**config.mk**
```make
export PLATFORM = sky130hd
export DESIGN_NAME = bqc_section_cell
export DESIGN_NICKNAME = d
export VERILOG_FILES = /design/src/bqc_pkg.sv /design/src/bqc_section_cell.sv
export SDC_FILE = /design/constraint.sdc
export NUM_CORES = 2
export LEC_CHECK = 0
export ABC_AREA = 1
export ABC_CLOCK_PERIOD_IN_PS = 18720
export BUFFER_PORTS_ARGS = -buffer_cell sky130_fd_sc_hd__clkbuf_2
export CAP_MARGIN = 20
export CORE_MARGIN = 4
export CORE_UTILIZATION = 65
export CTS_CLUSTER_DIAMETER = 50
export DETAILED_ROUTE_END_ITERATION = 8
export GPL_TIMING_DRIVEN = 0
export PLACE_DENSITY_LB_ADDON = 0.3
export SYNTH_ARGS = -nofsm -noshare
export SYNTH_HDL_FRONTEND = slang
export SYNTH_SLANG_ARGS = --single-unit
```
**constraint.sdc**
```tcl
create_clock -name clk_i -period 18.72 [get_ports clk_i]
set_clock_uncertainty 0.05 [all_clocks]
set_input_delay 3.744 -clock clk_i [delete_from_list [all_inputs] [get_ports clk_i]]
set_output_delay 3.744 -clock clk_i [all_outputs]
set_load 0.005 [all_outputs]
```
**src/bqc_pkg.sv**
```systemverilog
// Shared types and constants for the biquad cascade filter.
// Holds the register map, the coefficient types and their reset values; depends on nothing.
package bqc_pkg;

  localparam int STATE_W    = 40;
  localparam int COEF_W     = 16;
  localparam int NUM_REGS   = 7;
  localparam int CFG_DATA_W = 32;
  localparam int CFG_ADDR_W = 5;

  typedef enum logic [2:0] {
    REG_FIRST_B1    = 3'd0,
    REG_FIRST_A1    = 3'd1,
    REG_FIRST_A2    = 3'd2,
    REG_SECOND_B1   = 3'd3,
    REG_SECOND_A1   = 3'd4,
    REG_SECOND_A2   = 3'd5,
    REG_OUTPUT_GAIN = 3'd6
  } bqc_reg_e;

  typedef logic signed [COEF_W-1:0] coef_t;

  // Programmable taps of one section; b0 and b2 are fixed at one.
  typedef struct packed {
    coef_t b1;
    coef_t a1;
    coef_t a2;
  } section_coef_t;

  localparam coef_t FIRST_B1_RST    = 16'sd20062;
  localparam coef_t FIRST_A1_RST    = -16'sd5718;
  localparam coef_t FIRST_A2_RST    = 16'sd5382;
  localparam coef_t SECOND_B1_RST   = 16'sd3822;
  localparam coef_t SECOND_A1_RST   = 16'sd154;
  localparam coef_t SECOND_A2_RST   = 16'sd14783;
  localparam coef_t OUTPUT_GAIN_RST = 16'sd16384;

endpackage

```
**src/bqc_section_cell.sv**
```systemverilog
// One transposed direct form II biquad section of the cascade.
// Depends on bqc_pkg for the state width and the coefficient struct.
module bqc_section_cell #(
  parameter int XW   = 24,
  parameter int FRAC = 14,
  localparam int YW  = bqc_pkg::STATE_W - FRAC + 1
) (
  input  logic                         clk_i,
  input  logic                         rst_ni,
  input  logic                         valid_i,
  input  logic signed [XW-1:0]         x_i,
  input  bqc_pkg::section_coef_t       coef_i,
  output logic                         valid_o,
  output logic signed [YW-1:0]         y_o
);
  import bqc_pkg::*;

  localparam int MW = (XW > YW) ? XW : YW;
  localparam int AW = COEF_W + MW + 3;
  localparam int RW = STATE_W + 1;
  localparam logic signed [AW-1:0] S_MAX = AW'((64'sd1 <<< (STATE_W - 1)) - 64'sd1);
  localparam logic signed [AW-1:0] S_MIN = -S_MAX - AW'(1);

  logic signed [STATE_W-1:0]    d0_q, d0_d, d1_q, d1_d;
  logic signed [AW-1:0]         x_ext, yf_full, acc0, acc1, bx_d, bx_q;
  logic signed [STATE_W-1:0]    yf;
  logic signed [RW-1:0]         yf_rnd;
  logic signed [YW-1:0]         y_d, y_q;
  logic signed [XW-1:0]         x_q;
  logic signed [COEF_W+XW-1:0]  bx_prod;
  logic signed [COEF_W+YW-1:0]  a1y, a2y;
  logic                         busy_q;

  function automatic logic signed [STATE_W-1:0] sat_state(input logic signed [AW-1:0] v);
    if (v > S_MAX) begin
      return S_MAX[STATE_W-1:0];
    end else if (v < S_MIN) begin
      return S_MIN[STATE_W-1:0];
    end
    return v[STATE_W-1:0];
  endfunction

  // Combinational on the incoming sample: output of the section and the b1 product.
  always_comb begin
    x_ext   = AW'(x_i);
    yf_full = (x_ext <<< FRAC) + AW'(d0_q);
    yf      = sat_state(yf_full);
    yf_rnd  = RW'(yf) + RW'(1 <<< (FRAC - 1));
    y_d     = yf_rnd[RW-1:FRAC];
    bx_prod = $signed(coef_i.b1) * x_i;
    bx_d    = AW'(bx_prod);
  end

  // While busy: feedback products and the delay update from the registered output.
  always_comb begin
    a1y  = $signed(coef_i.a1) * y_q;
    a2y  = $signed(coef_i.a2) * y_q;
    acc0 = bx_q - AW'(a1y) + AW'(d1_q);
    acc1 = (AW'(x_q) <<< FRAC) - AW'(a2y);
    d0_d = busy_q ? sat_state(acc0) : d0_q;
    d1_d = busy_q ? sat_state(acc1) : d1_q;
  end

  always_ff @(posedge clk_i or negedge rst_ni) begin
    if (!rst_ni) begin
      busy_q <= 1'b0;
      d0_q   <= '0;
      d1_q   <= '0;
    end else begin
      busy_q <= valid_i;
      d0_q   <= d0_d;
      d1_q   <= d1_d;
    end
  end

  always_ff @(posedge clk_i) begin
    if (valid_i) begin
      x_q  <= x_i;
      y_q  <= y_d;
      bx_q <= bx_d;
    end
  end

  assign valid_o = busy_q;
  assign y_o     = y_q;

`ifndef NO_ASSERTIONS
  // A new sample must never arrive while the delays of the previous one are updated.
  assert property (@(posedge clk_i) disable iff (!rst_ni) !(valid_i && busy_q))
    else $error("section cell received a sample during its delay update");
`endif

endmodule

```
# After elaboration in Yosys (flattened, before gate mapping)
# Cells that the tools add are included.
# W data, S select, Z words.
# word_totals
ff_bits,172
in_bits,75
output_inout_bits,28
# op_classes
addsub,5
mul,3
order_cmp,6
muxes,15
# ops
op,n
$mux W40,9
$mul A16 B27 Y43,2
$add A44 B40 Y45,1
$gt A45 B40 Y1 const B,1
$lt A45 B40 Y1 const B,1
$gt A44 B40 Y1 const B,1
$lt A44 B40 Y1 const B,1
$sub A38 B43 Y44,1
$sub A40 B43 Y44,1
$add A38 B40 Y41,1
$add A40 B15 Y41 const B,1
$gt A41 B40 Y1 const B,1
$lt A41 B40 Y1 const B,1
$mul A16 B24 Y40,1
$mux W1,6

# Logic depth before layout (Yosys ltp)
# depth
depth_word,7
ltp_mapped,35

# Worst setup path before layout
# No wires, ideal clock.
# synth_path
path_type,input to register
from,input port coef_i[2] (netlist name)
to,register d1_q[31]
t_arrival_ns,9.972
path_slack_ns,8.621
path_stages,27
path_buffers,4
cell_sequence,clkbuf_1 clkbuf_1 nand2_1 fa_1 inv_1 fa_1 inv_1 fa_1 inv_1 fa_1 fa_1 inv_1 fa_1 ha_1 inv_1 nor3_1 nand2_1 nor2_1 nand3_1 nand3_1 xor2_1 inv_1 nand2_1 buf_4 buf_6 nand2_1 a21oi_1
# synth_between
elab_chain_cells,6
word_cells_on_any_way,8
cone_classes,1 x add/sub; 1 x mul; 2 x order compare; 4 x mux
# synth_lines
element,line,rtl
start: declaration,bqc_section_cell.sv:12,"input bqc_pkg::section_coef_t coef_i,"
$mul A16 B27 Y43 (*),bqc_section_cell.sv:57,a2y = $signed(coef_i.a2) * y_q;
$sub A38 B43 Y44 (*),bqc_section_cell.sv:59,acc1 = (AW'(x_q) <<< FRAC) - AW'(a2y);
$lt A44 B40 Y1,bqc_section_cell.sv:37,end else if (v < S_MIN) begin
$mux W1,bqc_section_cell.sv:37,
$mux W1,bqc_section_cell.sv:35,if (v > S_MAX) begin
$mux W40 (*),bqc_section_cell.sv:40,return v[STATE_W-1:0];
end signal: assignment,bqc_section_cell.sv:68,d1_q <= '0;
end signal: assignment,bqc_section_cell.sv:72,d1_q <= d1_d;
end: declaration,bqc_section_cell.sv:24,"logic signed [STATE_W-1:0] d0_q, d0_d, d1_q, d1_d;"
# Mark *: on every way between the ends. The rest lies on a longest branch, timed or not.
# A chain may end at the register's enable or synchronous reset.

# Worst setup path in the final report
# layout_path
from,input port coef_i[2] (netlist name)
to,register d1_q[36]
# The elaborated chain is that of the path after synthesis.

==> results.md <==
- TritonCTS Buffers: 17
- CTS hold repair buffers: 0
- Post-route antenna net violation count: 0
- Top area cells in the synthesized netlist: sky130_fd_sc_hd__fa_1 45%, sky130_fd_sc_hd__inv_1 15%, sky130_fd_sc_hd__nand2_1 12%
- CP Launch Type: primary input
- Total die area: 0.0959 mm^2
- Count leader, synth: sky130_fd_sc_hd__inv_1
- Average size of a mapped cell: 7.89 um^2
- Grt total ovfl: 0
- Number of enable flip-flop cells after synthesis: 91
- Max-cap check violation count: 0
- Post-Route Setup TNS: 0 ns
- Initial core utilization: between 60 and 70%
- Violation count after the first detailed-routing iteration: ~4600
- Post-synthesis cell type count: 53
- Number of rows created at floorplan: 110
- Logic depth of the worst register-to-register path: 25
- CP Data Arrival Time: around 12 ns
- DRC violations left: 0
- Mean number of vias per cell: 5.56
- Global-route wire length before repair: 301000 um
- Worst setup slack for register-to-register paths: 9.15 ns
- Peak Freq: 0.0834 GHz
- Placer congestion estimate: 1.03
- Sequential area share after synthesis: 7.50%
- Area growth syn-to-layout: 4.27%
- # Post-CTS Setup Buffers: 0
- Most frequent cells after synthesis: 2359 x sky130_fd_sc_hd__inv_1, 1816 x sky130_fd_sc_hd__nand2_1, 1335 x sky130_fd_sc_hd__fa_1, 363 x sky130_fd_sc_hd__ha_1, 351 x sky130_fd_sc_hd__nor2_1
- Type of the setup path with the least slack: in2reg
- Half-perimeter wire length after placement: 172000 um
- Final critical path time including I/O delays and setup: 11.99 ns
- Number of levels the H-tree was split into: 4
- Hold Path Class: reg2reg
- Post-synthesis cell count: 7500
- Worst-path clk slew: 0.07 ns
- Setup slack after placement: between 6 and 7 ns
- Maximum buffer depth of the clock tree: 2
- Area of the core: 0.0901 mm^2
- Fraction of registers with async set/reset: 42.8%
- WHS Endpoint: d0_q[13]
- Worst Hold Path Cells: 2
- Wire length per cell: between 20 and 25 um
- Number of detailed-route iterations in the first pass: 6
- Fin nets: 9370
- Port Buffers: 72
- Clock Tree Root: sky130_fd_sc_hd__clkbuf_16
- Top-area cell type share of the netlist area: a little under half
- Final Hold Fails: 0
- Commonest register cell after synthesis: sky130_fd_sc_hd__edfxtp_1
- Num Clock Sinks: 159
- Overall global routing resource usage: 43.1%
- #FFs+latches synth: 159
- Proportion of layout cells with a drive suffix above 1: under 10%
- Die Span Y: 310 um
- Final worst-path cycle share: 64.0%
- Category of the worst setup path capture point: flip-flop
- Start point of the worst hold path: d0_q[13]
- Required time at the worst-slack endpoint: 19.10 ns
- Warning count from the yosys run: 0
- Final Routed Wirelength: between 150000 and 200000 um
- Destination of the worst register-to-register timing path: d1_q[36]
- Worst setup slack after layout: around 6.7 ns
- Critical-path maximum fanout: 10
- Initial antenna violation count: 7
- Maximum number of pins on one net before global-route repair: 50
- Net count of the mapped netlist: 9273
- Clock network latency to the later pin of the worst-skew pair: 0.52 ns
- Transition time of the tightest slew-check pin: 1.21 ns
- Count of instances resized after the clock tree is built: 0
- Clock tree from TritonCTS: built
- Die X-Extent: 310 um
- Headroom to the max-slew limit: ~19%
- Outcome: completed
- Post-synthesis cell type with the largest combined area: sky130_fd_sc_hd__fa_1
- Vias after detailed routing: between 40000 and 50000
- Unrepaired setup endpoints after global routing: no
- Final setup viols: 0
- Origin of the critical flop-to-flop path: y_o[26]
- Fin. max-slew vios: 0
- Post-Syn Area: 0.0592 mm^2
- Number of global-route vias before repair: 51290
- Number of primary I/O pins: 103
## worst max-delay path by stage
stage,from,endpoint,slack (ns),depth (start not counted)
finish,coef_i[2],d1_q[36],6.73,25
global route,coef_i[2],d1_q[35],6.36,25
CTS,coef_i[2],d1_q[35],7.06,25
detailed placement,coef_i[2],d1_q[31],6.57,25
global placement,coef_i[6],d1_q[38],6.52,27
floorplan,coef_i[2],d1_q[31],8.62,27
## stage by stage
stage / util [%] / instances / cell area, um^2 / hold slack (ns)
after floorplan: - / 7500 / 59200 / 0.403
after global placement: 67.6 / 8748 / 61000 / 0.466
after detailed placement: 67.7 / 8751 / 61000 / 0.469
after CTS: 68.4 / 8783 / 61600 / 0.494
after global routing: 68.4 / 8786 / 61700 / 0.525
final: 68.4 / 8791 / 61700 / 0.493
## cell families (layout without fill, tap and decap cells)
logic type      Yosys count  count (layout)  share of synthesized area, %
simple gates           2447            2447                          16.7
buf+inv                2630            2740                          16.8
compound gates          415             415                          3.84
flops                   159             159                          7.50
other cells               0               5                             0
xor+xnor                151             151                          2.24
fa+ha+maj              1698            1698                          52.9
## sequential cells by signal (all words and copies together) (netlist names)
register	cells
bx_q	40
d0_q	27
d1_q	40
x_q	24
y_o	27
valid_o	1
## per-layer routing
layer	part of all wire, %	GRT usage, %
met1	34	51.5
met2	45	68.1
met3	12	12.1
met4	8.9	29.8
met5	0.014	0
## critical path: stages
cell and delay (ns):
sky130_fd_sc_hd__clkbuf_1 0.43, sky130_fd_sc_hd__clkbuf_1 0.60, sky130_fd_sc_hd__nand2_1 0.32, sky130_fd_sc_hd__fa_1 0.80, sky130_fd_sc_hd__inv_1 0.11, sky130_fd_sc_hd__fa_1 0.69, sky130_fd_sc_hd__inv_1 0.24, sky130_fd_sc_hd__fa_1 0.53
sky130_fd_sc_hd__inv_1 0.10, sky130_fd_sc_hd__fa_1 0.52, sky130_fd_sc_hd__fa_1 0.54, sky130_fd_sc_hd__inv_1 0.06, sky130_fd_sc_hd__fa_1 0.49, sky130_fd_sc_hd__ha_1 0.39, sky130_fd_sc_hd__inv_1 0.13, sky130_fd_sc_hd__o311ai_0 0.93
sky130_fd_sc_hd__nor2_1 0.11, sky130_fd_sc_hd__nand3_1 0.13, sky130_fd_sc_hd__xor2_1 0.43, sky130_fd_sc_hd__inv_1 0.08, sky130_fd_sc_hd__nand2_1 0.17, sky130_fd_sc_hd__buf_4 0.26, sky130_fd_sc_hd__buf_6 0.16, sky130_fd_sc_hd__nand2_1 0.15
sky130_fd_sc_hd__a21oi_1 0.20
## cell type report
| type | count | area (um^2) |
|---|---|---|
| clock inverters | 15 | 168 |
| flip-flops and latches | 159 | 4430 |
| repair buffers | 78 | 449 |
| plain buffers | 264 | 1080 |
| fillers | 7623 | 28500 |
| well taps | 1176 | 1470 |
| inverters | 2366 | 8880 |
| diodes | 5 | 12.5 |
| clock buffers | 17 | 425 |
| multi-input cells | 4711 | 44800 |
## placed cells by master (no fill, tap or decap), drive strengths merged, types with 2 or more instances in the layout
cell type,count
fa,1335
nand4,35
and3,3
o21bai,21
o31ai,2
dfrtp,68
and2,2
clkbuf,318
nor3,18
o2111ai,4
diode,5
a21oi,255
inv,2373
nand2,1839
edfxtp,91
clkinv,8
nor4,7
or2,29
a21boi,8
o211ai,2
xnor2,66
nand3,134
xor2,85
buf,41
a21o,11
nand3b,5
ha,363
o21ai,92
nor2,374
o21a,8
a31oi,7
Power is not shown: default switching activity piles up to over one toggle a cycle in this logic, so the estimate is an artifact.
