File: config.mk
export PLATFORM = sky130hd
export DESIGN_NAME = bqc_gain_stage
export DESIGN_NICKNAME = d
export VERILOG_FILES = /design/src/bqc_pkg.sv /design/src/bqc_gain_stage.sv
export SDC_FILE = /design/constraint.sdc
export NUM_CORES = 1
export LEC_CHECK = 0
export ABC_CLOCK_PERIOD_IN_PS = 6800
export BUFFER_PORTS_ARGS = -buffer_cell sky130_fd_sc_hd__clkbuf_2
export CAP_MARGIN = 20
export CORE_ASPECT_RATIO = 1.1
export CORE_MARGIN = 2
export CORE_UTILIZATION = 65
export CTS_CLUSTER_DIAMETER = 120
export CTS_CLUSTER_SIZE = 10
export DETAILED_ROUTE_END_ITERATION = 16
export PLACE_DENSITY = 0.94
export REMOVE_ABC_BUFFERS = 1
export SLEW_MARGIN = 20
export SYNTH_ARGS = -nofsm -noshare
export SYNTH_HDL_FRONTEND = slang
export SYNTH_SLANG_ARGS = --single-unit
File: constraint.sdc
create_clock -name clk_i -period 6.8 [get_ports clk_i]
set_clock_uncertainty 0.15 [all_clocks]
set_input_delay 0.34 -clock clk_i [delete_from_list [all_inputs] [get_ports clk_i]]
set_output_delay 0.34 -clock clk_i [all_outputs]
set_load 0.005 [all_outputs]
File: src/bqc_pkg.sv
// Shared types and constants for the biquad cascade filter.
// Holds the register map, the coefficient types and their reset values; depends on nothing.
package bqc_pkg;

  localparam int STATE_W    = 40;
  localparam int COEF_W     = 16;
  localparam int NUM_REGS   = 7;
  localparam int CFG_DATA_W = 32;
  localparam int CFG_ADDR_W = 5;

  typedef enum logic [2:0] {
    REG_FIRST_B1    = 3'd0,
    REG_FIRST_A1    = 3'd1,
    REG_FIRST_A2    = 3'd2,
    REG_SECOND_B1   = 3'd3,
    REG_SECOND_A1   = 3'd4,
    REG_SECOND_A2   = 3'd5,
    REG_OUTPUT_GAIN = 3'd6
  } bqc_reg_e;

  typedef logic signed [COEF_W-1:0] coef_t;

  // Programmable taps of one section; b0 and b2 are fixed at one.
  typedef struct packed {
    coef_t b1;
    coef_t a1;
    coef_t a2;
  } section_coef_t;

  localparam coef_t FIRST_B1_RST    = 16'sd20062;
  localparam coef_t FIRST_A1_RST    = -16'sd5718;
  localparam coef_t FIRST_A2_RST    = 16'sd5382;
  localparam coef_t SECOND_B1_RST   = 16'sd3822;
  localparam coef_t SECOND_A1_RST   = 16'sd154;
  localparam coef_t SECOND_A2_RST   = 16'sd14783;
  localparam coef_t OUTPUT_GAIN_RST = 16'sd16384;

endpackage

File: src/bqc_gain_stage.sv
// Output gain, rounding and saturation to the sample range.
// Depends on bqc_pkg for the coefficient type.
module bqc_gain_stage #(
  parameter int YW   = 27,
  parameter int SW   = 24,
  parameter int FRAC = 14
) (
  input  logic                  clk_i,
  input  logic                  rst_ni,
  input  logic                  valid_i,
  input  logic signed [YW-1:0]  y_i,
  input  bqc_pkg::coef_t        gain_i,
  output logic                  valid_o,
  output logic signed [SW-1:0]  sample_o,
  output logic                  clipped_o
);
  import bqc_pkg::*;

  localparam int PW = COEF_W + YW;
  localparam int QW = PW + 1 - FRAC;
  localparam int CW = ((QW > SW) ? QW : SW) + 1;
  localparam logic signed [CW-1:0] O_MAX = CW'((64'sd1 <<< (SW - 1)) - 64'sd1);
  localparam logic signed [CW-1:0] O_MIN = -O_MAX - CW'(1);

  logic signed [PW-1:0] prod_q;
  logic signed [PW:0]   rnd;
  logic signed [QW-1:0] q;
  logic signed [CW-1:0] q_ext;
  logic                 vld_q;

  always_ff @(posedge clk_i or negedge rst_ni) begin
    if (!rst_ni) begin
      vld_q <= 1'b0;
    end else begin
      vld_q <= valid_i;
    end
  end

  always_ff @(posedge clk_i) begin
    if (valid_i) begin
      prod_q <= $signed(gain_i) * y_i;
    end
  end

  always_comb begin
    rnd       = (PW + 1)'(prod_q) + (PW + 1)'(1 <<< (FRAC - 1));
    q         = rnd[PW:FRAC];
    q_ext     = CW'(q);
    clipped_o = 1'b0;
    if (q_ext > O_MAX) begin
      sample_o  = O_MAX[SW-1:0];
      clipped_o = 1'b1;
    end else if (q_ext < O_MIN) begin
      sample_o  = O_MIN[SW-1:0];
      clipped_o = 1'b1;
    end else begin
      sample_o  = q_ext[SW-1:0];
    end
  end

  assign valid_o = vld_q;

endmodule

Word level (Yosys, flattened, before mapping)

Index checks and enable logic that the tools add are counted.

Register bits after elaboration: 44
Latch bits: 0
RAM bits: 0
ROM bits: 0
Input port bits: 46
Output and inout bits: 26
Logic and storage cells: 10
Memories: 0

$add $sub $neg: 1
Multiply operators: 1
Divide/modulo/power cells: 0
Magnitude comparators: 2
Eq/ne operators: 0
Shifts and indexed selects: 0
Mux-type cells: 4
Bitwise logic cells: 0
Reduce and logical (&&, ||, !) cells: 0

Operator list:

| operator                                                                       | number |
|---|---|
| 24-bit 2-to-1 mux                                                              | 2 |
| 43-bit by 15-bit adder with 44-bit output, second input constant               | 1 |
| 16-bit by 27-bit multiplier with 43-bit output                                 | 1 |
| 30-bit by 24-bit > comparator with 1-bit output, second input constant         | 1 |
| 30-bit by 24-bit less-than comparator with 1-bit output, second input constant | 1 |
| 1-bit 2-to-1 mux                                                               | 2 |

Logic depth before layout (Yosys ltp)

Gate-level depths: netlist (run 1).

Depth after elaboration: 4
Gate-level depth with buffers: 25
Gate-level depth less buffers: 23

Worst setup path after synthesis (run 1)

OpenSTA, ideal clock, no wires.

Kind: input to register
Start point: input port gain_i[2]
End point: register prod_q[42], data pin
Setup time: 0.260 ns
Data arrival time: 6.139 ns
Required time: 6.390 ns
Setup slack: 0.251 ns
Stages on the path: 23
Path buffers: 2
Path through: clkbuf_1 > clkbuf_1 > nand2_1 > inv_1 > fa_1 > fa_1 > inv_1 > fa_1 > fa_1 > inv_1 > fa_1 > inv_1 > fa_1 > inv_1 > ha_1 > and4_1 > nand2_1 > nor4b_1 > o2111ai_1 > a41oi_1 > o21a_1 > nor2_1 > xnor2_1

Word-level cells in the longest chain between the ends: 1

RTL lines:

| element                                        | line                 | RTL |
|---|---|---|
| start: declaration                             | bqc_gain_stage.sv:12 | `input bqc_pkg::coef_t gain_i,` |
| 16-bit by 27-bit multiplier with 43-bit output | bqc_gain_stage.sv:41 | `prod_q <= $signed(gain_i) * y_i;` |
| end signal: assignment                         | bqc_gain_stage.sv:41 |  |
| end: declaration                               | bqc_gain_stage.sv:25 | `logic signed [PW-1:0] prod_q;` |

Every way passes these cells.
A chain may end at the register's enable or synchronous reset.

Worst setup path after layout (run 1)

Start point: input port y_i[5]
End point: register prod_q[24], data pin

Word-level cells in the longest chain between the ends: 1

RTL lines:

| element                                        | line                 | RTL |
|---|---|---|
| start: declaration                             | bqc_gain_stage.sv:11 | `input logic signed [YW-1:0] y_i,` |
| 16-bit by 27-bit multiplier with 43-bit output | bqc_gain_stage.sv:41 |  |

Every way passes these cells.

==> flow_metrics.py, run 1 <==
metrics = {
    "route": {
        "drtIter0Drc": 1128,
        "ant_nets": 0,
        "viasPerCell": 5.80,
        "drc": 0,
        "num_vias": 13200,
        "firstDrtPassIters": 5,
        "wirelength_um": 43400,
        "wire_per_inst_um": 19.0,
    },
    "layout": {
        "layout_commonest_cell": "inv_1",
        "final_nets": 2498,
        "final_cell_mix": "inv_1 (516), fa_1 (415), nand2_1 (262), and2_1 (175), ha_1 (102)",
        "drive_gt1_frac": 0.0791,
        "fillers": 1752,
        "area_delta_synth_final_pct": 6.09,
        "fin_cells": 2280,
        "n_antenna_cell": 0,
    },
    "worst_setup_path": {
        "cp_data_arrival_time_ns": 6.40,
        "cp-end-kind": "flip-flop",
        "crit_path_max_fanout": 16,
        "crit_required_ns": 6.66,
        "criticalPathCategory": "input pin to flip-flop",
        "cp-start-kind": "input pin",
    },
    "synthesis": {
        "syn_area_um2": 16900,
        "synth_top_flop_cell": "edfxtp_1",
        "ys_seq_elements": 31,
        "synth_edf_count": 30,
        "synth_top_cells_by_area": "fa_1 (49%), inv_1 (11%), ha_1 (7.6%), and2_1 (6.5%), nand2_1 (5.8%)",
        "yosys_warnings": 0,
        "yosys.area.top_type_share": 0.492,
        "avgSynthCellArea_um2": 8.97,
        "async_flop_share": 0.0323,
        "synth_cell_types": 58,
        "synthCells": 1882,
        "synth_seq_area_share": 0.0549,
        "synth_top_cell_by_area": "fa_1",
    },
    "placement": {
        "gp_congestion": 0.934,
        "dpl.cell_count": 2273,
        "hpwl_um": 36900,
        "port_buffers": 71,
        "dp_slack_ns": -0.145,
    },
    "cts": {
        "postCtsSetupBuffers": 0,
        "cts_tree": "built",
        "clockRootBuffer": "clkbuf_16",
        "path_clk_slew_ns": 0.05,
        "cts_sinks": 31,
        "htree_levels": 2,
        "cts_buffers": 5,
        "cts_buffer_depth": 2,
    },
    "die": {
        "initial_core_util": 0.664,
        "ios": 72,
        "dieHeight_um": 173,
        "dieWidth_um": 158,
        "core_area_um2": 25400,
        "die_area_um2": 27300,
        "rows": 61,
    },
    "global_routing": {
        "grt_max_degree": 32,
        "grt_pass1_vias": 15200,
        "antenna_found_initial": 1,
        "grt_pass1_wl_um": 72900,
        "grt_usage": 0.343,
        "overflow": 0,
    },
    "timing": {
        "setup_tns_ns": 0,
        "setup_viol": 0,
        "layout_min_cycle_time_ns": 6.54,
        "max_freq_mhz": 153,
        "fin_crit_sh": 0.962,
        "rsz0062_at_grt": "no",
        "tightest_slew_ns": 0.759,
        "finalHoldViolCount": 0,
        "finalMaxSlewViolations": 0,
        "relSlewSlack": 0.494,
        "fin_ws_ns": 0.261,
    },
    "worst_hold_path": {
        "hp-class": "input pin to asynchronous set/reset pin",
    },
    "status": {
        "status": "complete, no violations",
    },
    "run": {
        "max-cap-violations": 0,
    },
}
==> cell usage after synthesis, drive strengths merged (2+ instances only) <==
cell type	instances
and4	7
nor2b	3
buf	5
a221oi	2
xor2	23
a211o	3
o21bai	2
fa	415
nand3	16
nand4	9
nand2	263
nor2	52
nor4	2
a31oi	4
a211oi	4
o21ai	40
a41oi	3
a21o	10
edfxtp	30
and2	175
o31ai	2
o2111ai	4
inv	516
nand2b	7
or4	2
xnor2	35
o21a	8
a221o	3
nor3	15
clkbuf	68
a21oi	24
and3	12
ha	102
==> repair_timing <==
action                                  4_1_cts  5_1_grt
resized for setup                             0       16
hold buffers                                  1        0
endpoints found under the hold margin         1        0
endpoints found under the setup margin        0       10
==> stage by stage <==
stage,util,cell area [um2],hold slack (ns)
global route,0.705,17900,0.250
global placement,0.698,17700,-0.0354
detailed placement,0.698,17700,-0.0329
floorplan,-,16600,-0.106
finish,0.705,17900,0.246
CTS,0.704,17900,0.224
==> worst max-delay path, cell delays in order <==
cell and delay (ns):
clkbuf_2 0.33, and2_1 0.28, fa_1 0.53, inv_1 0.06
fa_1 0.58, fa_1 0.44, fa_1 0.49, inv_1 0.07
fa_1 0.54, inv_1 0.06, fa_1 0.53, inv_1 0.05
ha_1 0.34, nand3_1 0.11, nand3b_1 0.10, a221o_1 0.47
o2111a_1 0.32, o41ai_1 0.34, nand2b_1 0.13, a21oi_1 0.20
xnor2_1 0.08
==> registers in the layout (all words and copies together), names as in the netlist <==
signal   count
prod_q      30
valid_o      1
==> final cells by class <==
class	count	area [um2]	share of cell area
Timing Repair Buffer	119	767	0.0428
Inverter	516	1940	0.108
Sequential cell	31	926	0.0517
Clock buffer	6	129	0.00720
Tap cell	346	433	0.0242
Multi-Input combinational cell	1262	13700	0.766
==> kinds of logic (layout without fill, tap and decap cells) <==
kind of cell,after synthesis,count (layout),share of synthesized area
XOR/XNOR,58,58,0.0301
flip-flops,31,31,0.0549
buffers and inverters,589,641,0.133
AO/OA/AOI/OAI,117,117,0.0490
multiplexers,1,1,0.000593
adder cells (fa/ha/maj),517,517,0.568
AND/OR/NAND/NOR,569,569,0.165
==> worst max-delay path by stage <==
| stage | cells after the start | start | slack [ns] | end |
|---|---|---|---|---|
| final | 21 | y_i[5] | 0.26 | prod_q[24]$_DFFE_PP_ |
| after floorplan | 21 | gain_i[15] | 0.52 | prod_q[42]$_DFFE_PP_ |
| after CTS | 24 | gain_i[4] | 0.12 | prod_q[42]$_DFFE_PP_ |
| after global placement | 24 | gain_i[4] | 0.11 | prod_q[42]$_DFFE_PP_ |
| after global routing | 23 | y_i[26] | 0.005 | prod_q[42]$_DFFE_PP_ |
| after detailed placement | 24 | gain_i[4] | -0.14 | prod_q[42]$_DFFE_PP_ |
==> routing by layer <==
metal | part of all wire | GRT usage | wire length (um) | vias up
li1 | - | - | - | 5592
met1 | 0.31 | 0.360 | 13500 | 6534
met2 | 0.52 | 0.608 | 22500 | 784
met3 | 0.077 | 0.0647 | 3360 | 317
met4 | 0.093 | 0.247 | 4040 | 0
met5 | 0 | 0 | 0 | -
Power of run 1 is left out: the tool's default activity adds up to more than one toggle a clock period on the data nets, which glitch-free logic cannot reach.
==> inputs of run 2 (changes only) <==
--- a/config.mk
+++ b/config.mk
@@ -15,7 +15,6 @@
 export CTS_CLUSTER_SIZE = 10
 export DETAILED_ROUTE_END_ITERATION = 16
 export PLACE_DENSITY = 0.94
-export REMOVE_ABC_BUFFERS = 1
 export SLEW_MARGIN = 20
 export SYNTH_ARGS = -nofsm -noshare
 export SYNTH_HDL_FRONTEND = slang
==> run 2 against run 1 <==
Non-clock buffer count is 13 higher; maximum frequency shrank 0.45%; via count grew 1.7%; worst setup slack lost 0.030 ns; sequential share of layout area about the same; largest cell class unchanged; routed wire length is 5.6% higher.
==> flow_metrics.py, run 2 (same netlist as run 1, synthesis figures left out) <==
metrics = {
    "route": {
        "wire_per_inst_um": 20.0,
        "ant_nets": 0,
        "drtIter0Drc": 1150,
        "firstDrtPassIters": 7,
        "drc": 0,
        "num_vias": 13400,
        "viasPerCell": 5.86,
        "wirelength_um": 45800,
    },
    "timing": {
        "finalHoldViolCount": 0,
        "fin_crit_sh": 0.966,
        "rsz0062_at_grt": "no",
        "max_freq_mhz": 152,
        "layout_min_cycle_time_ns": 6.57,
        "setup_tns_ns": 0,
        "finalMaxSlewViolations": 0,
        "relSlewSlack": 0.476,
        "setup_viol": 0,
        "tightest_slew_ns": 0.785,
    },
    "die": {
        "core_area_um2": 25400,
        "initial_core_util": 0.664,
        "ios": 72,
        "die_area_um2": 27300,
        "dieWidth_um": 158,
        "rows": 61,
        "dieHeight_um": 173,
    },
    "cts": {
        "cts_sinks": 31,
        "clockRootBuffer": "clkbuf_16",
        "cts_buffer_depth": 2,
        "cts_buffers": 5,
        "cts_tree": "built",
        "path_clk_slew_ns": 0.06,
        "htree_levels": 2,
    },
    "worst_setup_path": {
        "crit_path_max_fanout": 15,
        "criticalPathCategory": "input pin to flip-flop",
        "crit_required_ns": 6.67,
        "cp-start-kind": "input pin",
        "cp-startpoint": "gain_i[11]",
        "cp_data_arrival_time_ns": 6.44,
        "cp-end-kind": "flip-flop",
    },
    "layout": {
        "area_delta_synth_final_pct": 6.60,
        "fillers": 1787,
        "final_cell_mix": "inv_1 (516), fa_1 (413), nand2_1 (262), and2_1 (175), ha_1 (102)",
        "n_antenna_cell": 0,
        "drive_gt1_frac": 0.0883,
        "largest_reg_flops": 30,
        "layout_commonest_cell": "inv_1",
        "regMostFlops": "prod_q",
        "final_nets": 2511,
    },
    "global_routing": {
        "grt_util_met1": 0.379,
        "grt_max_degree": 32,
        "overflow": 0,
        "gr-usage-met3": 0.102,
        "met2_usage": 0.613,
        "grt_pass1_vias": 15800,
        "grt_pass1_wl_um": 76300,
        "grt_most_used_layer": "met2",
        "antenna_found_initial": 0,
        "grt_usage": 0.365,
    },
    "run": {
        "max-cap-violations": 0,
    },
    "placement": {
        "port_buffers": 71,
        "gp_congestion": 0.974,
        "hpwl_um": 37800,
    },
    "status": {
        "status": "complete, no violations",
    },
    "synthesis": {
        "synth_nets": 2445,
    },
    "worst_hold_path": {
        "hp-class": "input pin to asynchronous set/reset pin",
    },
}
[run 2: cell types whose count changed in the layout (fill, tap and decap cells not counted), sizes merged]
cell      before  now
clkinvlp       0    2
buf           49   62
clkbuf        75   74
clkinv         0    1
[run 2: area by class of cell]
type	instances	area, um2	area share
Clock inverter	3	20.0	0.00111
Sequential cell	31	926	0.0515
Clock buffer	5	125	0.00695
Tap cell	346	433	0.0241
Multi-Input combinational cell	1262	13700	0.763
Inverter	516	1940	0.108
Timing Repair Buffer	132	828	0.0460
[run 2: worst paths after layout]
check                                       end  slack [ns]  depth (start not counted)
max in group asynchronous     valid_o$_DFF_PN0_        6.20                          2
min in group clk_i            valid_o$_DFF_PN0_        0.60                          1
worst max-delay path       prod_q[38]$_DFFE_PP_        0.23                         21
worst min-delay path          valid_o$_DFF_PN0_        0.22                          2
[run 2: per-stage QoR]
step                instances   util  hold WS (ns)  setup WS, ns  cell area [um2]
floorplan                1882      -        -0.106         0.251            16900
global placement         2286  0.701       -0.0352         0.112            17800
detailed placement       2286  0.701       -0.0343        0.0721            17800
CTS                      2295  0.708         0.217         0.360            18000
global route             2295  0.708         0.242        0.0377            18000
finish                   2295  0.708         0.217         0.231            18000
[run 2: worst max-delay path, stage by stage]
cell and delay [ns]:
clkbuf_2 0.35, and2_1 0.32, fa_1 0.51, inv_1 0.06
fa_1 0.53, inv_1 0.05, fa_1 0.50, fa_1 0.44
fa_1 0.50, inv_1 0.06, fa_2 0.68, inv_1 0.07
ha_1 0.36, nand2_1 0.14, a21oi_1 0.08, a221o_1 0.32
a41oi_2 0.30, o21ai_2 0.14, a21o_1 0.21, a211o_1 0.31
xor2_1 0.16
[run 2: per-layer routing]
layer	share of wire	vias to the layer above
met5	0	-
met4	0.096	0
met3	0.10	362
met2	0.50	855
met1	0.30	6621
li1	-	5611
[run 2: timing repair]
action / in CTS / in global routing
resized for setup: 0 / 6
hold endpoints to repair: 1 / 0
setup buffers: 0 / 0
hold buffers: 1 / 0
setup endpoints to repair: 0 / 6
Power of run 2 is left out for the same reason.
