<file path="config.mk">
export PLATFORM = sky130hd
export DESIGN_NAME = bqc_out_queue
export DESIGN_NICKNAME = d
export VERILOG_FILES = /design/src/bqc_out_queue.sv
export SDC_FILE = /design/constraint.sdc
export NUM_CORES = 1
export LEC_CHECK = 0
export ABC_CLOCK_PERIOD_IN_PS = 2350
export BUFFER_PORTS_ARGS = -buffer_cell sky130_fd_sc_hd__buf_2
export CELL_PAD_IN_SITES_DETAIL_PLACEMENT = 0
export CELL_PAD_IN_SITES_GLOBAL_PLACEMENT = 1
export CORE_AREA = 2 2 80 112
export CTS_CLUSTER_DIAMETER = 200
export DETAILED_ROUTE_END_ITERATION = 7
export DIE_AREA = 0 0 82 114
export HOLD_SLACK_MARGIN = 0.1
export PLACE_DENSITY = 0.88
export SETUP_SLACK_MARGIN = 0.5
export SLEW_MARGIN = 10
export SYNTH_ARGS = -nofsm -noshare
export SYNTH_HDL_FRONTEND = slang
export SYNTH_SLANG_ARGS = --single-unit
export TNS_END_PERCENT = 50
</file>
<file path="constraint.sdc">
create_clock -name clk_i -period 2.35 [get_ports clk_i]
set_clock_uncertainty 0.15 [all_clocks]
set_input_delay 0.5875 -clock clk_i [delete_from_list [all_inputs] [get_ports clk_i]]
set_output_delay 0.5875 -clock clk_i [all_outputs]
set_load 0.02 [all_outputs]
</file>
<file path="src/bqc_out_queue.sv">
// Small result queue that decouples the filter chain from the output channel.
// Standalone; uses nothing from bqc_pkg.
module bqc_out_queue #(
  parameter int W     = 25,
  parameter int DEPTH = 4
) (
  input  logic          clk_i,
  input  logic          rst_ni,
  input  logic          push_i,
  input  logic [W-1:0]  data_i,
  input  logic          pop_i,
  output logic          valid_o,
  output logic [W-1:0]  data_o
);

  localparam int PTR_W = (DEPTH > 1) ? $clog2(DEPTH) : 1;
  localparam int CNT_W = $clog2(DEPTH + 1);

  logic [W-1:0]     mem_q [DEPTH];
  logic [PTR_W-1:0] wr_q, wr_d, rd_q, rd_d;
  logic [CNT_W-1:0] count_q, count_d;
  logic             do_pop;

  assign valid_o = (count_q != '0);
  assign data_o  = mem_q[rd_q];
  assign do_pop  = pop_i && valid_o;

  always_comb begin
    wr_d    = wr_q;
    rd_d    = rd_q;
    count_d = count_q;
    if (push_i) begin
      wr_d = (wr_q == PTR_W'(DEPTH - 1)) ? '0 : wr_q + PTR_W'(1);
    end
    if (do_pop) begin
      rd_d = (rd_q == PTR_W'(DEPTH - 1)) ? '0 : rd_q + PTR_W'(1);
    end
    if (push_i && !do_pop) begin
      count_d = count_q + CNT_W'(1);
    end else if (!push_i && do_pop) begin
      count_d = count_q - CNT_W'(1);
    end
  end

  always_ff @(posedge clk_i or negedge rst_ni) begin
    if (!rst_ni) begin
      wr_q    <= '0;
      rd_q    <= '0;
      count_q <= '0;
    end else begin
      wr_q    <= wr_d;
      rd_q    <= rd_d;
      count_q <= count_d;
    end
  end

  always_ff @(posedge clk_i) begin
    if (push_i) begin
      mem_q[wr_q] <= data_i;
    end
  end

`ifndef NO_ASSERTIONS
  // The upstream credit count must keep the queue from ever overflowing.
  assert property (@(posedge clk_i) disable iff (!rst_ni) push_i |-> count_q != CNT_W'(DEPTH))
    else $error("result queue pushed while full");
`endif

endmodule

</file>
---- Word-level counts from Yosys, hierarchy flattened ----
Memories as Yosys holds them, arrays and structs flattened.
Cells that the tools add are included.
operators by class
  add/subtract/negate cells ............... 4
  eq/ne operators ......................... 2
  muxes and demuxes ....................... 6
  reductions and logical operators ........ 7
operators by type and width
  cell                                              count
  2-to-1 mux 3 bit                                  2
  adder 2 x 1 -> 2 bit, second input constant       2
  equality test 2 bit, second input constant        2
  2-to-1 mux 2 bit                                  2
  adder 3 x 1 -> 3 bit, second input constant       1
  logical AND 1 bit                                 3
  nonzero test 3 bit                                1
  subtractor 3 x 1 -> 3 bit, second input constant  1
  zero test 1 bit                                   2
  2-to-1 mux 1 bit                                  2
  nonzero test 2 bit                                1
word-level totals
  register bits ........................... 7
  RAM bits ................................ 100
  bits of input ports ..................... 29
  output and inout port bits .............. 26
  logic and storage cells ................. 23
  memories kept ........................... 1
memory list
  memory  depth  width  rd ports  clocked after Yosys merged registers in  wr ports  RTL line  text
  mem_q   4      25     1         0                                        1         19        logic [W-1:0] mem_q [DEPTH];

---- Depth between registers and ports, before layout ----
Gate-level depths: netlist of run 1.
  depth after elaboration ................. 5
  mapped depth ............................ 8

---- Least setup slack after synthesis of run 1 ----
No wires, ideal clock.
  path type ............................... register to register
  start ................................... register count_q[0]
  end ..................................... register count_q[2]
  library setup time ...................... 0.079 ns
  arrival ................................. 1.926 ns
  data required time ...................... 2.121 ns
  slack ................................... 0.194 ns
  stages on the path, launching flop included .. 9
  path through ............................ dfrtp_1 or3_4 nand2_2 ha_1 inv_1 fa_1 xor2_1 nor2_1 xor2_1
on the way
  cells in the longest elaborated chain, start to end .. 5
  elaborated cells between the ends (all ways) .. 10
  those cells by class .................... 2 x add/sub; 2 x mux; 6 x reduce/logical
RTL lines
  element                                                 RTL line  text
  start, declared                                         21        logic [CNT_W-1:0] count_q, count_d;
  start signal, assigned                                  53        count_q <= count_d;
  nonzero test 3 bit (*)                                  24        assign valid_o = (count_q != '0);
  via valid_o                                             12        output logic valid_o,
  logical AND 1 bit (*)                                   26        assign do_pop = pop_i && valid_o;
  zero test 1 bit                                         38        if (push_i && !do_pop) begin
  logical AND 1 bit                                       38
  2-to-1 mux 3 bit or nonzero test 2 bit (tied branches)  --
The timed path passes the listed nets; every way through them passes the cells marked *. The select of a mux whose other input is x is not followed.
A chain may end at the register's enable or synchronous reset.

---- Final worst setup path of run 1 ----
  start ................................... register rd_q[0]
  end ..................................... output data_o[21]
on the way
  cells in the longest elaborated chain, start to end .. 1
RTL lines
  element                   RTL line  text
  start, declared           20        logic [PTR_W-1:0] wr_q, wr_d, rd_q, rd_d;
  start signal, assigned    52        rd_q <= rd_d;
  memory read (4 x 25 bit)  --
  end, declared             13        output logic [W-1:0] data_o
No other way between the ends.

==> results.py, run 1 <==
metrics = {
    "yosys": {
        "synth_top_area_share_pct": 73.8,
        "ys_types": 19,
        "synth_area_leaders": "edfxtp_1 74%, mux4_2 10%, mux4_1 4.5%",
        "ys_seq_area_share_pct": 78.1,
        "synth_cells": 167,
        "synth_fp_nets": 203,
        "avgSynthCellArea_um2": 24.4,
        "yosys_warnings": 0,
        "yosysTopAreaCell": "edfxtp_1",
        "synth_area_mm2": 0.00407,
        "synth-seq-cells": 107,
    },
    "clock_network": {
        "cts.sinks": 107,
        "tritoncts": "yes",
        "htreeDepth": 3,
        "cts.clk_slew.worst_paths_ps": 60,
        "clk_latency_ps": 340,
        "clk_path_buf_depth": 2,
        "clockRootBuffer": "clkbuf_16",
        "cts_inserted_buffers": 9,
    },
    "route": {
        "antenna_left": 0,
        "wl_per_cell_um": 20.0,
        "drt_iter0_drc": 133,
        "wl_mm": 7.12,
        "first_pass_iters": 4,
        "remaining_drc_errors": 0,
        "num_vias": 1927,
        "vias_per_cell": 5.41,
    },
    "floorplanning": {
        "fp.dieH_um": 114,
        "initial_core_util_pct": 48.4,
        "dieWidth_um": 82,
        "die-area_mm2": 0.00935,
        "ios": 55,
        "fp-row-count": 40,
        "coreArea_mm2": 0.00841,
    },
    "finish": {
        "area_delta_synth_final_pct": 26.4,
        "antenna_cells": 0,
        "fin_nets": 282,
        "utilization_pct": 61.2,
        "fin_cells": 356,
        "drive_above_1_share_pct": 47.4,
    },
    "power": {
        "cellLeakagePower_nw": 1.84,
        "ir_drop_uv": 700,
        "p_per_area_mw_per_mm2": 1330,
    },
    "run_status": {
        "status": "finished, violations left",
        "violations": "setup timing",
    },
    "sta": {
        "finalMaxSlewViolations": 0,
        "rsz0062_at_grt": "yes",
        "worstMarginPinSlew_ps": 302,
        "final_hold_viol_count": 0,
        "fin_ws_ps": -133,
        "relSlewSlack_pct": 79.9,
        "period_needed_ps": 2480,
        "post-route-period-util_pct": 106,
        "setup_viol": 25,
        "whs_ps": 308,
        "fmax_mhz": 403,
    },
    "grt": {
        "grt_max_degree": 25,
        "grt_pass1_vias": 2072,
        "gr-total-overflow": 0,
        "antenna_found_initial": 0,
        "grtUsageTotal_pct": 16.9,
        "grt_pass1_wl_mm": 11.1,
    },
    "run": {
        "drv_cap": 0,
    },
    "worst_setup_path": {
        "startpoint_type": "register",
        "end_kind": "output port",
        "crit_arrival_ps": 1750,
        "critPathKind": "register to output port",
        "path_max_fanout": 6,
        "critPathRequiredTime_ps": 1610,
    },
    "placement": {
        "dp.cells": 331,
        "place.port_buffers": 54,
        "dp_hpwl_mm": 4.39,
        "gp_congestion": 0.652,
        "place_ws_ps": 150,
    },
    "worst_hold_path": {
        "hold_path_class": "primary input to register",
    },
}
power by group:
part           internal, mW  switching (mW)  total, mW
sequential             2.46           0.149       2.61
clock                  1.04           0.602       1.64
combinational          1.40            1.18       2.57
total                  4.90            1.93       6.82
cell usage in the layout (no fill, tap or decap), drive strengths merged:
cell,count
clkbuf,11
xnor2,1
nor2,3
mux2,3
fa,1
nand2,3
clkinv,1
clkinvlp,1
edfxtp,100
dfrtp,7
inv,3
buf,73
o21ai,2
bufinv,3
xor2,2
mux4,25
dlygate4sd3,1
and2,4
ha,6
or3,1
Yosys cell counts (all sizes together):
cell type and instances:
xor2 2, mux2 3, and2 4, dfrtp 7, inv 3, nor2 3
edfxtp 100, buf 6, nand2 3, fa 1, mux4 25, xnor2 1
o21ai 2, or3 1, ha 6
final cells by class:
| type | count | area [um^2] |
|---|---|---|
| fillers | 560 | 3260 |
| well taps | 105 | 131 |
| flip-flops and latches | 107 | 3180 |
| inverters | 3 | 11.3 |
| clock inverters | 5 | 101 |
| clock buffers | 11 | 233 |
| multi-input cells | 51 | 817 |
| repair buffers | 74 | 673 |
critical path, stage by stage, from the launching register on:
cell	delay, ps
dfrtp_2	470
buf_12	150
buf_12	130
mux4_2	510
buf_6	150
state kept, by name (all words and copies together), names as in the netlist:
signal	flops
mem_q	100
wr_q	2
count_q	3
rd_q	2
kinds of logic (layout without fill, tap and decap cells):
| logic type | after synthesis | after routing | share of synthesized area (%) |
|---|---|---|---|
| flops | 107 | 107 | 78.1 |
| buf+inv | 9 | 93 | 1.91 |
| mux | 28 | 28 | 15.3 |
| simple gates | 11 | 11 | 1.51 |
| fa+ha+maj | 7 | 7 | 2.34 |
| xor+xnor | 3 | 3 | 0.645 |
| compound gates | 2 | 2 | 0.246 |
per-stage QoR:
step                setup TNS, ps  area (um^2)  power [mW]
finish                      -2830         5150        6.82
global route                -4140         5150        7.14
CTS                         -2500         5130        6.86
detailed placement              0         4550        4.60
global placement                0         4550        4.54
floorplan                       0         4090        4.01
metal layers:
metal | wire [um] | GRT usage, % | up-vias
met3 | 376 | 4.59 | 7
met5 | 0 | 0 | -
met2 | 3820 | 28.2 | 71
met4 | 83 | 6.00 | 0
li1 | - | - | 853
met1 | 2840 | 20.9 | 996
path summary, 6_finish.rpt:
check / end / cells past startpoint / startpoint / slack [ps]
max: data_o[21] / 4 / rd_q[0] / -130
min: mem_q[3][1] / 1 / data_i[1] / 310
max reg2reg: count_q[2] / 8 / count_q[1] / 290
min reg2reg: count_q[2] / 1 / count_q[2] / 320
max in group asynchronous: rd_q[0] / 2 / rst_ni / 1430
min in group asynchronous: count_q[1] / 2 / rst_ni / 450
repair_timing:
item | CTS | global route
endpoints found under the hold margin | 7 | 0
endpoints found under the setup margin | 28 | 28
setup buffers | 6 | 0
pin swaps | 7 | 6
cloned | 2 | 0
resized for setup | 48 | 4
hold buffers | 1 | 0
Note: power is estimated with default switching activity, not from simulation.
==> inputs of run 2 (changes only) <==
--- a/config.mk
+++ b/config.mk
@@ -16,6 +16,7 @@
 export HOLD_SLACK_MARGIN = 0.1
 export PLACE_DENSITY = 0.88
 export SETUP_SLACK_MARGIN = 0.5
+export SKIP_CTS_REPAIR_TIMING = 1
 export SLEW_MARGIN = 10
 export SYNTH_ARGS = -nofsm -noshare
 export SYNTH_HDL_FRONTEND = slang
==> run 2 against run 1 <==
  * The flow still finishes with violations (setup timing)
  * Non-clock buffer count fell by 2
  * Global-route usage fell by 0.83 points
  * Sequential share of layout area rose by 0.85 points
  * Setup slack improved by 51 ps
  * Via count fell by 2.0%
  * Routed wire length fell by 0.80%
  * Hold slack got worse by 1.1 ps
  * Cell count fell by 0.56%
  * Critical endpoint is now data_o[12]
==> results.py, run 2 (synthesis results as in run 1) <==
metrics = {
    "finish": {
        "top_regs": "mem_q: 100 flops, count_q: 3 flops",
        "fin_nets": 280,
        "final_cell_mix": "100 x edfxtp_1, 37 x buf_2, 24 x mux4_2, 18 x buf_6, 11 x clkbuf_16",
        "drive_above_1_share_pct": 47.0,
        "final_common_cell": "edfxtp_1",
        "top_register": "mem_q",
        "largest_reg_flops": 100,
        "antenna_cells": 0,
        "finalInstanceArea_mm2": 0.00508,
        "area_delta_synth_final_pct": 24.7,
        "fin_cells": 354,
        "fillers": 568,
    },
    "grt": {
        "gr-total-overflow": 0,
        "grt_pass1_vias": 1995,
        "antenna_found_initial": 0,
        "grt_pass1_wl_mm": 10.6,
        "grt_max_degree": 25,
        "grtUsageTotal_pct": 16.0,
    },
    "sta": {
        "tns_ps": -1470,
        "fin_ws_ps": -82.2,
        "setup_viol": 25,
        "post-route-period-util_pct": 103,
        "finalMaxSlewViolations": 0,
        "relSlewSlack_pct": 80.0,
        "fmax_mhz": 411,
        "rsz0062_at_grt": "yes",
        "final_hold_viol_count": 0,
        "worstMarginPinSlew_ps": 301,
        "period_needed_ps": 2430,
    },
    "run_status": {
        "violations": "setup timing",
        "status": "finished, violations left",
    },
    "floorplanning": {
        "fp-row-count": 40,
        "die-area_mm2": 0.00935,
        "dieWidth_um": 82,
        "ios": 55,
        "fp.dieH_um": 114,
        "initial_core_util_pct": 48.4,
        "coreArea_mm2": 0.00841,
    },
    "route": {
        "antenna_left": 0,
        "wl_mm": 7.06,
        "first_pass_iters": 4,
        "num_vias": 1889,
        "vias_per_cell": 5.34,
        "remaining_drc_errors": 0,
        "wl_per_cell_um": 20.0,
        "drt_iter0_drc": 143,
    },
    "clock_network": {
        "cts_inserted_buffers": 9,
        "htreeDepth": 3,
        "clk_path_buf_depth": 2,
        "clockRootBuffer": "clkbuf_16",
        "clk_latency_ps": 340,
        "cts.sinks": 107,
        "tritoncts": "yes",
        "cts.clk_slew.worst_paths_ps": 60,
    },
    "worst_setup_path": {
        "end_kind": "output port",
        "critPathRequiredTime_ps": 1610,
        "startpoint_type": "register",
        "path_max_fanout": 5,
        "critPathKind": "register to output port",
        "crit_arrival_ps": 1690,
    },
    "power": {
        "cellLeakagePower_nw": 1.82,
        "ir_drop_uv": 683,
        "p_per_area_mw_per_mm2": 1310,
    },
    "placement": {
        "dp.cells": 331,
        "place.port_buffers": 54,
        "dpl-instance-area_mm2": 0.00455,
        "dp_hpwl_mm": 4.39,
        "gp_congestion": 0.652,
    },
    "run": {
        "drv_cap": 0,
    },
    "worst_hold_path": {
        "hold_path_class": "primary input to register",
    },
}
run 2: cell count changes in the layout (fill, tap and decap cells not counted), sizes merged:
cell	change
buf	-4
clkbuf	+2
run 2: area by class of cell:
| cell class | count | area (um^2) | area share [%] |
|---|---|---|---|
| inverters | 3 | 11.3 | 0.222 |
| well taps | 105 | 131 | 2.59 |
| clock inverters | 5 | 101 | 2.00 |
| multi-input cells | 51 | 817 | 16.1 |
| flip-flops and latches | 107 | 3180 | 62.6 |
| repair buffers | 72 | 603 | 11.9 |
| clock buffers | 11 | 233 | 4.58 |
run 2: final timing paths:
path / startpoint / end / slack [ps] / cells past startpoint
max: rd_q[0] / data_o[12] / -80 / 4
min: data_i[1] / mem_q[3][1] / 310 / 1
max reg2reg: count_q[1] / count_q[2] / 270 / 8
min reg2reg: count_q[2] / count_q[2] / 320 / 1
max in group asynchronous: rst_ni / rd_q[0] / 1430 / 2
min in group asynchronous: rst_ni / count_q[1] / 450 / 2
run 2: critical path, stage by stage (launching register included):
cell	delay, ps
dfrtp_2	400
buf_12	140
buf_4	120
mux4_1	520
buf_2	170
run 2: power breakdown:
| group | total (mW) | internal, mW | switching [mW] |
|---|---|---|---|
| Sequential | 2.60 | 2.46 | 0.133 |
| Clock | 1.64 | 1.04 | 0.606 |
| Combinational | 2.42 | 1.27 | 1.15 |
| Total | 6.66 | 4.77 | 1.89 |
run 2: layer usage:
layer | GRT usage [%] | up-vias | share of wire [%]
met5 | 0 | - | 0
met4 | 6.00 | 0 | 1.2
met3 | 4.59 | 7 | 5.0
met2 | 27.3 | 60 | 55
met1 | 19.1 | 971 | 39
li1 | - | 851 | -
run 2: metrics by stage:
step | util [%] | hold slack [ps] | worst slack, ps | power, mW
4_1_cts | 58.1 | -82.0 | -217 | 6.25
3_5_place_dp | 54.1 | 283 | 150 | 4.60
3_3_place_gp | 54.1 | 280 | 190 | 4.54
5_1_grt | 60.4 | 307 | -127 | 6.97
6_report | 60.4 | 307 | -82.2 | 6.66
2_1_floorplan | - | 142 | 324 | 4.01
==> inputs of run 3 (changes only) <==
--- a/config.mk
+++ b/config.mk
@@ -7,6 +7,7 @@
 export LEC_CHECK = 0
 export ABC_CLOCK_PERIOD_IN_PS = 2350
 export BUFFER_PORTS_ARGS = -buffer_cell sky130_fd_sc_hd__buf_2
+export CAP_MARGIN = 5
 export CELL_PAD_IN_SITES_DETAIL_PLACEMENT = 0
 export CELL_PAD_IN_SITES_GLOBAL_PLACEMENT = 1
 export CORE_AREA = 2 2 80 112
@@ -17,6 +18,7 @@
 export PLACE_DENSITY = 0.88
 export SETUP_SLACK_MARGIN = 0.5
 export SKIP_CTS_REPAIR_TIMING = 1
+export SKIP_LAST_GASP = 1
 export SLEW_MARGIN = 10
 export SYNTH_ARGS = -nofsm -noshare
 export SYNTH_HDL_FRONTEND = slang
==> run 3 against run 2 <==
  * First-iteration DRC count is 4.2% higher
  * Cell count stayed put
  * Maximum frequency is 0.14% lower
  * Critical path type unchanged
  * Design area is 0.35% lower
  * Critical path depth stayed put
  * Highest routed layer unchanged
  * The flow still finishes with violations (setup timing)
  * Sequential share of layout area is 0.22 points higher
==> results.py, run 3 (synthesis results as in run 1) <==
metrics = {
    "power": {
        "ir_drop_uv": 685,
        "p_per_area_mw_per_mm2": 1310,
        "cellLeakagePower_nw": 1.81,
    },
    "clock_network": {
        "clockRootBuffer": "clkbuf_16",
        "htreeDepth": 3,
        "tritoncts": "yes",
        "cts.clk_slew.worst_paths_ps": 60,
        "cts_inserted_buffers": 9,
        "clk_latency_ps": 340,
        "cts.sinks": 107,
        "clk_path_buf_depth": 2,
    },
    "finish": {
        "area_delta_synth_final_pct": 24.2,
        "antenna_cells": 0,
        "final_common_cell": "edfxtp_1",
        "top_regs": "mem_q: 100 flops, count_q: 3 flops",
        "drive_above_1_share_pct": 47.0,
        "largest_reg_flops": 100,
        "fin_nets": 280,
        "top_register": "mem_q",
        "final_cell_mix": "100 x edfxtp_1, 38 x buf_2, 24 x mux4_2, 15 x buf_6, 12 x buf_4",
    },
    "floorplanning": {
        "fp-row-count": 40,
        "die-area_mm2": 0.00935,
        "initial_core_util_pct": 48.4,
        "ios": 55,
        "coreArea_mm2": 0.00841,
        "fp.dieH_um": 114,
        "dieWidth_um": 82,
    },
    "sta": {
        "setup_viol": 25,
        "fin_ws_ps": -85.6,
        "period_needed_ps": 2440,
        "finalMaxSlewViolations": 0,
        "tns_ps": -1580,
        "post-route-period-util_pct": 104,
        "final_hold_viol_count": 0,
        "rsz0062_at_grt": "yes",
        "worstMarginPinSlew_ps": 299,
        "whs_ps": 307,
        "fmax_mhz": 411,
        "relSlewSlack_pct": 80.1,
    },
    "run_status": {
        "status": "finished, violations left",
        "violations": "setup timing",
    },
    "route": {
        "antenna_left": 0,
        "wl_per_cell_um": 19.9,
        "first_pass_iters": 4,
        "remaining_drc_errors": 0,
        "num_vias": 1886,
        "vias_per_cell": 5.33,
        "drt_iter0_drc": 149,
        "wl_mm": 7.05,
    },
    "grt": {
        "grtUsageTotal_pct": 16.0,
        "gr-total-overflow": 0,
        "grt_pass1_vias": 1995,
        "grt_max_degree": 25,
        "grt_pass1_wl_mm": 10.6,
        "antenna_found_initial": 0,
    },
    "worst_setup_path": {
        "r2r_cells": 8,
        "critPathKind": "register to output port",
        "r2r_start": "count_q[2]",
        "reg2reg_slack_ps": 300,
        "path_max_fanout": 5,
        "startpoint_type": "register",
        "r2r-end": "count_q[2]",
        "end_kind": "output port",
        "critPathRequiredTime_ps": 1610,
        "crit_arrival_ps": 1700,
    },
    "run": {
        "drv_cap": 0,
    },
    "placement": {
        "gp_congestion": 0.652,
        "place.port_buffers": 54,
        "dp_hpwl_mm": 4.39,
    },
    "worst_hold_path": {
        "hold_path_class": "primary input to register",
        "hold_end": "mem_q[3][1]",
        "min_from": "data_i[1]",
        "worstHoldPathCells": 1,
    },
}
## run 3: cell types whose count changed in the layout (fill, tap and decap cells not counted)
cell    delta
mux2_2     +1
mux2_4     -1
buf_2      +1
buf_6      -3
buf_4      +2
## run 3: worst max path at each step
stage          slack (ps)  cells past startpoint          to        from
6_report              -90                      4  data_o[12]     rd_q[0]
5_1_grt              -130                      4  data_o[16]     rd_q[0]
4_1_cts              -220                      3  data_o[21]     rd_q[0]
3_5_place_dp          150                      3  data_o[21]     rd_q[0]
3_3_place_gp          190                      3   data_o[9]     rd_q[0]
2_1_floorplan         320                      8  count_q[2]  count_q[2]
## run 3: cell type report
type	count	area, um^2
Multi-Input combinational cell	51	813
Fill cell	572	3350
Clock inverter	5	101
Timing Repair Buffer	72	589
Sequential cell	107	3180
Clock buffer	11	233
Tap cell	105	131
Inverter	3	11.3
## run 3: report_power, final
group          internal, mW  leakage [nW]  switching [mW]  total (mW)
combinational          1.23         0.648            1.15        2.38
sequential             2.46          1.00           0.132        2.59
clock                  1.04         0.157           0.607        1.64
total                  4.73          1.81            1.89        6.62
## run 3: through the flow
stage	instance area (um^2)	std cells	util, %	setup slack (ps)	total power, mW
after floorplan	4090	167	-	324	4.01
after global placement	4550	331	54.1	190	4.54
after detailed placement	4550	331	54.1	150	4.60
after CTS	4880	347	58.1	-217	6.25
after global routing	5060	354	60.2	-127	6.93
final	5060	354	60.2	-85.6	6.62
## run 3: critical path, stage by stage, from the launching register on
cell	delay, ps
dfrtp_2	400
buf_12	140
buf_4	120
mux4_1	520
buf_2	170
## run 3: layer usage
metal	track usage, %	share of wire, %	vias up
met5	0	0	-
met4	6.00	1.1	0
met3	4.59	4.6	6
met2	27.3	55	59
met1	19.1	39	970
li1	-	-	851
